===== src/rtl/hysteresis_ascent_accumulator_macros.svh =====
// ----------------------------------------------------------------------------
// Assertion macros for the hysteresis ascent accumulator
// Shared implication checks, clocked on the rising edge, off during reset.
// ----------------------------------------------------------------------------
`ifndef HYSTERESIS_ASCENT_ACCUMULATOR_MACROS_SVH
`define HYSTERESIS_ASCENT_ACCUMULATOR_MACROS_SVH

// Same-cycle implication: when ante holds, cons holds in that cycle.
`define HAA_ASSERT_SAME(lbl, clk, rst_n, ante, cons) \
	lbl: assert property (@(posedge clk) disable iff (!rst_n) (ante) |-> (cons)) \
		else $error("hysteresis ascent accumulator: same-cycle check failed");

// Next-cycle implication: when ante holds, cons holds in the next cycle.
`define HAA_ASSERT_NEXT(lbl, clk, rst_n, ante, cons) \
	lbl: assert property (@(posedge clk) disable iff (!rst_n) (ante) |=> (cons)) \
		else $error("hysteresis ascent accumulator: next-cycle check failed");

`endif


===== src/rtl/haa_pkg.sv =====
// ----------------------------------------------------------------------------
// haa_pkg
// Types and constants shared by the hysteresis ascent accumulator.
// ----------------------------------------------------------------------------
`timescale 1ns / 1ps
`default_nettype none

package haa_pkg;

	localparam int unsigned ELE_W = 25;
	localparam int unsigned THR_W = 20;
	localparam int unsigned SUM_W = 40;

	localparam logic [THR_W-1:0] THR_RST = 20'd500;
	localparam logic [SUM_W-1:0] SUM_MAX = {SUM_W{1'b1}};

	typedef enum logic [1:0] {
		PH_IDLE,
		PH_SEEK,
		PH_TRACK
	} phase_t;

	typedef struct packed {
		logic signed [ELE_W-1:0] elevation;
		logic                    last_sample;
	} in_t;

	typedef struct packed {
		logic [SUM_W-1:0] total_ascent;
		logic             saturated;
	} out_t;

	typedef struct packed {
		phase_t                  phase;
		logic signed [ELE_W-1:0] last_ext;
		logic signed [ELE_W-1:0] run_ext;
		logic                    going_up;
		logic [SUM_W-1:0]        sum;
		logic                    sum_sat;
	} track_t;

	localparam track_t TRACK_RST = '{
		phase:    PH_IDLE,
		last_ext: '0,
		run_ext:  '0,
		going_up: 1'b0,
		sum:      '0,
		sum_sat:  1'b0
	};

endpackage

`default_nettype wire


===== src/rtl/haa_step.sv =====
// ----------------------------------------------------------------------------
// haa_step
// Next-state logic for one elevation sample: seek, track, rise accumulation.
// ----------------------------------------------------------------------------
`timescale 1ns / 1ps
`default_nettype none

module haa_step (
	input  haa_pkg::track_t            cur,
	input  haa_pkg::in_t               item,
	input  logic [haa_pkg::THR_W-1:0]  thr,
	output haa_pkg::track_t            nxt,
	output haa_pkg::out_t              res
);
	import haa_pkg::*;

	logic signed [ELE_W:0]   diff;
	logic [ELE_W:0]          mag;
	logic                    beyond;
	logic                    extend;
	logic                    add_en;
	logic signed [ELE_W-1:0] rise_hi;
	logic signed [ELE_W-1:0] rise_lo;
	logic signed [ELE_W:0]   rise;
	logic [SUM_W:0]          total;
	track_t                  mid;

	always_comb begin
		mid     = cur;
		add_en  = 1'b0;
		rise_hi = cur.run_ext;
		rise_lo = cur.last_ext;
		extend  = cur.going_up ? (item.elevation > cur.run_ext)
		                       : (item.elevation < cur.run_ext);
		// seek measures from the start level, track from the running extremum
		if (cur.phase == PH_SEEK) begin
			diff = {item.elevation[ELE_W-1], item.elevation}
			     - {cur.last_ext[ELE_W-1], cur.last_ext};
		end else begin
			diff = {item.elevation[ELE_W-1], item.elevation}
			     - {cur.run_ext[ELE_W-1], cur.run_ext};
		end
		mag    = diff[ELE_W] ? -diff : diff;
		beyond = mag > {{(ELE_W+1-THR_W){1'b0}}, thr};

		case (cur.phase)
			PH_SEEK: begin
				if (beyond) begin
					mid.run_ext  = item.elevation;
					mid.going_up = !diff[ELE_W] && (diff != '0);
					mid.phase    = PH_TRACK;
				end
			end
			PH_TRACK: begin
				if (extend) begin
					mid.run_ext = item.elevation;
				end else if (beyond) begin
					// close the leg; a finished rise goes to the total
					add_en       = cur.going_up;
					mid.last_ext = cur.run_ext;
					mid.run_ext  = item.elevation;
					mid.going_up = !cur.going_up;
				end
			end
			default: begin
				mid          = TRACK_RST;
				mid.last_ext = item.elevation;
				mid.phase    = PH_SEEK;
			end
		endcase

		// the ending sample adds the pending rise; never on the same sample as a leg-close add
		if (item.last_sample && (mid.phase == PH_TRACK) && mid.going_up) begin
			add_en  = 1'b1;
			rise_hi = mid.run_ext;
			rise_lo = mid.last_ext;
		end

		rise  = {rise_hi[ELE_W-1], rise_hi} - {rise_lo[ELE_W-1], rise_lo};
		total = {1'b0, mid.sum} + {{(SUM_W-ELE_W){1'b0}}, rise};
		nxt   = mid;
		if (add_en && !rise[ELE_W] && (rise != '0)) begin
			if (total[SUM_W]) begin
				nxt.sum     = SUM_MAX;
				nxt.sum_sat = 1'b1;
			end else begin
				nxt.sum = total[SUM_W-1:0];
			end
		end

		res.total_ascent = nxt.sum;
		res.saturated    = nxt.sum_sat;
	end

endmodule

`default_nettype wire


===== src/rtl/hysteresis_ascent_accumulator.sv =====
// ----------------------------------------------------------------------------
// hysteresis_ascent_accumulator
// Total climb of an elevation track with hysteresis on direction changes.
//
//   channel | direction | handshake          | payload
//   --------+-----------+--------------------+--------------------------------
//   in      | in        | in_valid/in_stall   | elevation, last_sample
//   out     | out       | out_valid/out_stall | total_ascent, saturated
//   cfg     | in        | cfg_valid/cfg_ready | hysteresis_threshold
//
// One sample per cycle, unless a last sample waits on a stalled result. A
// sample is registered in the input register, then the seek/track/add logic
// updates the track state and, on the last sample, loads the result register.
// The track state loop (compare, one 40-bit add) bounds the clock.
// Reset clears the track state and sets the threshold to 500.
// A stalled result holds only a last sample; other samples keep flowing.
// ----------------------------------------------------------------------------
`timescale 1ns / 1ps
`default_nettype none
`include "hysteresis_ascent_accumulator_macros.svh"

module hysteresis_ascent_accumulator (
	input  logic                      clk,
	input  logic                      arst_n,
	input  logic                      in_valid,
	output logic                      in_stall,
	input  haa_pkg::in_t              in_data,
	output logic                      out_valid,
	input  logic                      out_stall,
	output haa_pkg::out_t             out_data,
	input  logic                      cfg_valid,
	output logic                      cfg_ready,
	input  logic [haa_pkg::THR_W-1:0] cfg_data
);
	import haa_pkg::*;

	in_t              item_s1;
	logic             valid_s1;
	track_t           trk_q;
	logic [THR_W-1:0] thr_q;
	out_t             res_q;
	logic             res_valid_q;

	track_t           trk_nxt;
	out_t             res_nxt;
	logic             out_free;
	logic             advance;

	haa_step u_step (
		.cur  (trk_q),
		.item (item_s1),
		.thr  (thr_q),
		.nxt  (trk_nxt),
		.res  (res_nxt)
	);

	assign out_free  = !res_valid_q || !out_stall;
	assign advance   = valid_s1 && (!item_s1.last_sample || out_free);
	assign in_stall  = valid_s1 && !advance;
	assign cfg_ready = 1'b1;
	assign out_valid = res_valid_q;
	assign out_data  = res_q;

	always_ff @(posedge clk or negedge arst_n) begin
		if (!arst_n) begin
			valid_s1    <= 1'b0;
			trk_q       <= TRACK_RST;
			thr_q       <= THR_RST;
			res_valid_q <= 1'b0;
		end else begin
			if (cfg_valid && cfg_ready) begin
				thr_q <= cfg_data;
			end
			if (!in_stall) begin
				valid_s1 <= in_valid;
			end
			if (advance) begin
				// a finished track leaves everything at its reset value
				trk_q <= item_s1.last_sample ? TRACK_RST : trk_nxt;
			end
			if (advance && item_s1.last_sample) begin
				res_valid_q <= 1'b1;
			end else if (!out_stall) begin
				res_valid_q <= 1'b0;
			end
		end
	end

	always_ff @(posedge clk) begin
		if (in_valid && !in_stall) begin
			item_s1 <= in_data;
		end
		if (advance && item_s1.last_sample) begin
			res_q <= res_nxt;
		end
	end

	`HAA_ASSERT_SAME(a_sat_at_max, clk, arst_n, res_valid_q && res_q.saturated, res_q.total_ascent == SUM_MAX)
	`HAA_ASSERT_SAME(a_trk_sat_at_max, clk, arst_n, trk_q.sum_sat, trk_q.sum == SUM_MAX)
	`HAA_ASSERT_NEXT(a_end_to_idle, clk, arst_n, advance && item_s1.last_sample, (trk_q.phase == PH_IDLE) && res_valid_q)
	`HAA_ASSERT_NEXT(a_start_seeks, clk, arst_n, advance && !item_s1.last_sample && (trk_q.phase == PH_IDLE), trk_q.phase == PH_SEEK)
	`HAA_ASSERT_SAME(a_stall_needs_last, clk, arst_n, in_stall, valid_s1 && item_s1.last_sample && res_valid_q)

endmodule

`default_nettype wire


===== config.mk =====
export PLATFORM = sky130hd
export DESIGN_NAME = hysteresis_ascent_accumulator
export DESIGN_NICKNAME = d
export VERILOG_FILES = /design/src/rtl/haa_pkg.sv /design/src/rtl/haa_step.sv /design/src/rtl/hysteresis_ascent_accumulator.sv
export VERILOG_INCLUDE_DIRS = /design/src /design/src/rtl
export SDC_FILE = /design/constraint.sdc
export NUM_CORES = 1
export LEC_CHECK = 0
export ABC_AREA = 1
export BUFFER_PORTS_ARGS = -buffer_cell sky130_fd_sc_hd__buf_2
export CAP_MARGIN = 20
export CORE_MARGIN = 10
export CORE_UTILIZATION = 50
export CTS_BUF_LIST = sky130_fd_sc_hd__clkbuf_16
export DETAILED_ROUTE_END_ITERATION = 7
export PLACE_DENSITY = 0.69
export SETUP_SLACK_MARGIN = 0.02
export SYNTH_ARGS = -nofsm -noshare
export SYNTH_HDL_FRONTEND = slang
export SYNTH_SLANG_ARGS = --single-unit

===== constraint.sdc =====
create_clock -name clk -period 12 [get_ports clk]
set_clock_uncertainty 0.15 [all_clocks]
set_input_delay 2.4 -clock clk [delete_from_list [all_inputs] [get_ports clk]]
set_output_delay 2.4 -clock clk [all_outputs]
set_load 0.02 [all_outputs]

==> reports/results.tsv <==
stage	metric	value	unit
power_and_ir_drop	P_int	1600	uW
clock_tree	clock sink count	183	
place	# port buffers	93	
grt	Total GRT Usage	26.6	%
setup_path	Worst setup EP type	flip-flop	
power_and_ir_drop	Seq pwr share	22.1	%
power_and_ir_drop	Switching Fraction	51.2	%
synthesis	Post-synth ARST share	63.4	%
setup_path	crit-path most repeated cell	nand2_1	
floorplan	starting density of the core	50.4	%
grt	first-pass GRT wire length	94.7	mm
final_layout	layout cell share with drive strength beyond 1	7.29	%
power_and_ir_drop	Clk network pwr share	18.4	%
setup_path	Crit Path Category	flip-flop to flip-flop	
clock_tree	worst-skew pair later-pin latency	0.47	ns
synthesis	most numerous cell in the Yosys netlist	nand2_1	
status	status	finished, final reports clean	
setup_path	CP max FO	9	
synthesis	ranking of synthesized cells by area	nand2_1, dfrtp_1, edfxtp_1	
final_layout	Ant. Diodes	0	
floorplan	row count	69	
clock_tree	CTS max path bufs	2	
clock_tree	root buf cell	clkbuf_16	
synthesis	Synth cell types	50	
floorplan	chip width	209	microns
synthesis	area leader, netlist	nand2_1	
sta	Setup violations, final	0	
final_layout	fin nets	3007	
grt	vias in the first global route	17200	
power_and_ir_drop	Cell Pwr Density	171	nW/um^2
setup_path	worst r2r path cells	64	
floorplan	Die Y-Extent	209	microns
setup_path	r2r startpoint	item_s1[1]$_DFFE_PP_	
setup_path	Worst R2R End	trk_q[34]$_DFFE_PN0P_	
synthesis	Post-synth top cells	nand2_1, inv_1, o21ai_0, nand3_1, nor2_1	
place	DP HPWL	47.2	mm
detailed_routing	DR pass1 iterations	6	
sta	worst slew pin tran	1.04	ns
floorplan	die area	43600	sq um
grt	total global routing overflow	0	
sta	Rel. slew slack	30.2	%
synthesis	main flop type after synthesis	dfrtp_1	
grt	initial antenna violation count	0	
detailed_routing	Total Wirelength	59.6	mm
clock_tree	# H-tree levels	4	
flow_run	Max-Cap Viols	0	
place	dpl cells	3268	
sta	hold slack	0.332	ns
sta	unrepaired setup endpoints after global routing	no	
detailed_routing	Antenna Nets Post-Route	0	
power_and_ir_drop	Logic pwr share	59.4	%
detailed_routing	WL/cell	18.1	microns
sta	Slew Limit Fails	0	
min_path	Hold EP	trk_q[18]$_DFFE_PN0P_	
setup_path	Slowest cell on crit path	o311ai_1	
floorplan	num ports	95	
synthesis	Syn. warnings	0	
power_and_ir_drop	VDD IR-drop max	0.114	mV
final_layout	Layout area overhead	8.09	%
synthesis	Seq/Total Area, Yosys	27.6	%
setup_path	data arrival time of the worst path	11.29	ns
final_layout	fin cells	3300	
final_layout	fill count	3546	
final_layout	Layout Utilization	54.5	%
power_and_ir_drop	Psw	1680	uW
sta	setup tns final	0	ns
synthesis	Syn Inst Count	2787	
synthesis	EDFF count, synth	67	
floorplan	Core Footprint	35300	sq um
detailed_routing	WL met1	27.9	mm
power_and_ir_drop	Leakage	0.0100	uW
min_path	beginning of the worst hold path	trk_q[18]$_DFFE_PN0P_	
clock_tree	number of CTS-inserted buffers	17	
synthesis	syn nets	2968	
detailed_routing	via-per-instance ratio	5.60	
synthesis	Synth top area share	17.0	%
setup_path	worst reg-to-reg setup slack	0.96	ns
min_path	HP Class	flip-flop to flip-flop	
setup_path	WP data required	12.25	ns
grt	largest net degree at the start of global routing	60	
min_path	worst hold stages	2	
setup_path	Max stage delay on crit path	0.55	ns
detailed_routing	Residual DRC	0	
setup_path	critical path startpoint category	flip-flop	
synthesis	Mapped Area	17800	sq um
clock_tree	CTS clk-pin slew, worst paths	0.08	ns
sta	f_max	0.0906	GHz
sta	Hold Vio Cnt, Final	0	
detailed_routing	top sig layer	met4	
detailed_routing	Routed met2 length	26.3	mm
detailed_routing	routed wl met3	4.10	mm
sta	Final Critical Period	11.04	ns
synthesis	Yosys reg bits	183	
detailed_routing	initial DRC count	1759	
detailed_routing	number of vias in the routed layout	18500	
place	RePlAce Congestion	0.988	
sta	Tcrit/Tclk final	92.0	%
clock_tree	CTS tree	done	
synthesis	syn_area_per_cell	6.39	sq um
[worst max-delay path by stage]
| stage | from | endpoint | slack, ns | depth (start not counted) |
|---|---|---|---|---|
| 5_1_grt | item_s1[1]$_DFFE_PP_ | out_data[34]$_DFFE_PP_ | 0.01 | 66 |
| 3_5_place_dp | item_s1[1]$_DFFE_PP_ | trk_q[34]$_DFFE_PN0P_ | 0.47 | 64 |
| 2_1_floorplan | item_s1[1]$_DFFE_PP_ | out_data[34]$_DFFE_PP_ | 2.46 | 62 |
| 6_report | item_s1[1]$_DFFE_PP_ | trk_q[34]$_DFFE_PN0P_ | 0.96 | 64 |
| 4_1_cts | item_s1[1]$_DFFE_PP_ | trk_q[34]$_DFFE_PN0P_ | 0.41 | 64 |
| 3_3_place_gp | item_s1[1]$_DFFE_PP_ | out_data[34]$_DFFE_PP_ | 0.68 | 63 |
[cell usage in the layout (no fill, tap or decap), types with 8 or more instances in the layout]
cell type  Yosys  routed
xor2_1        44      44
and2_1        26      26
nand3_1      240     240
a21oi_1      154     153
o21ai_0      254     247
nor3_1        27      26
buf_2         17      92
nand2_1      804     802
or2_2          8       8
inv_2         13      13
ha_1         126     126
buf_4          6      18
inv_1        400     401
xnor2_1       17      17
o21ai_1        3       8
nor2_1       199     197
edfxtp_1      67      67
o22ai_1       51      51
o21bai_1       9       9
clkbuf_16      0      17
a31oi_1       10      10
nand4_1       32      32
o211ai_1      29      29
dfrtp_1      110     110
[critical path: cells and delay by family (launching register included)]
family                   cells  cell delay [ns]
AND/OR/NAND/NOR             31             4.07
XOR/XNOR                     2             0.50
flip-flops                   1             0.41
buffers and inverters        8             0.81
AO/OA/AOI/OAI               16             2.76
adder cells (fa/ha/maj)      7             2.23
[power groups by stage]
stage | logic, uW | clock network, uW | registers (uW)
after CTS | 1900 | 610 | 726
final | 1950 | 606 | 726
after floorplan | 1390 | 0 | 736
after global routing | 2190 | 632 | 732
after global placement | 1880 | 0 | 737
after detailed placement | 1890 | 0 | 739
[stage by stage]
stage               cell area [sq um]  total power, uW  setup WS [ns]
finish                          19200             3280          0.962
global route                    19200             3550        0.00978
CTS                             19200             3240          0.409
detailed placement              18600             2630          0.470
global placement                18600             2610          0.685
floorplan                       17800             2130           2.46
[sequential cells by signal, summed over array words and instances, names as in the netlist]
signal     cells
item_s1       26
out_data      41
out_valid      1
thr_q         20
trk_q         94
valid_s1       1
[area by class of cell]
type | instances | area [sq um] | share of cell area, %
Timing Repair Buffer | 112 | 627 | 3.26
Clock inverter | 15 | 168 | 0.871
Inverter | 417 | 1570 | 8.14
Clock buffer | 17 | 425 | 2.21
Sequential cell | 183 | 4920 | 25.6
Tap cell | 461 | 577 | 3.00
Multi-Input combinational cell | 2095 | 11000 | 56.9
[per-layer routing]
| metal | track usage, % | vias up |
|---|---|---|
| li1 | - | 9203 |
| met1 | 37.8 | 8545 |
| met2 | 41.1 | 677 |
| met3 | 4.21 | 66 |
| met4 | 7.05 | 0 |
| met5 | 0 | - |
[logic make-up after synthesis]
| group | share of synthesized area (%) |
|---|---|
| AND/OR/NAND/NOR | 32.6 |
| flip-flops | 27.6 |
| adder cells (fa/ha/maj) | 9.30 |
| multiplexers | 0.0632 |
| AO/OA/AOI/OAI | 16.3 |
| other | 0.0211 |
| XOR/XNOR | 3.00 |
| buffers and inverters | 11.1 |
[what timing repair did]
action,CTS,global route
endpoints found under the setup margin,0,82
buffers inserted,0,0
gates resized for setup,0,23
hold buffers,0,0
Note: power is estimated with default switching activity, not from simulation.
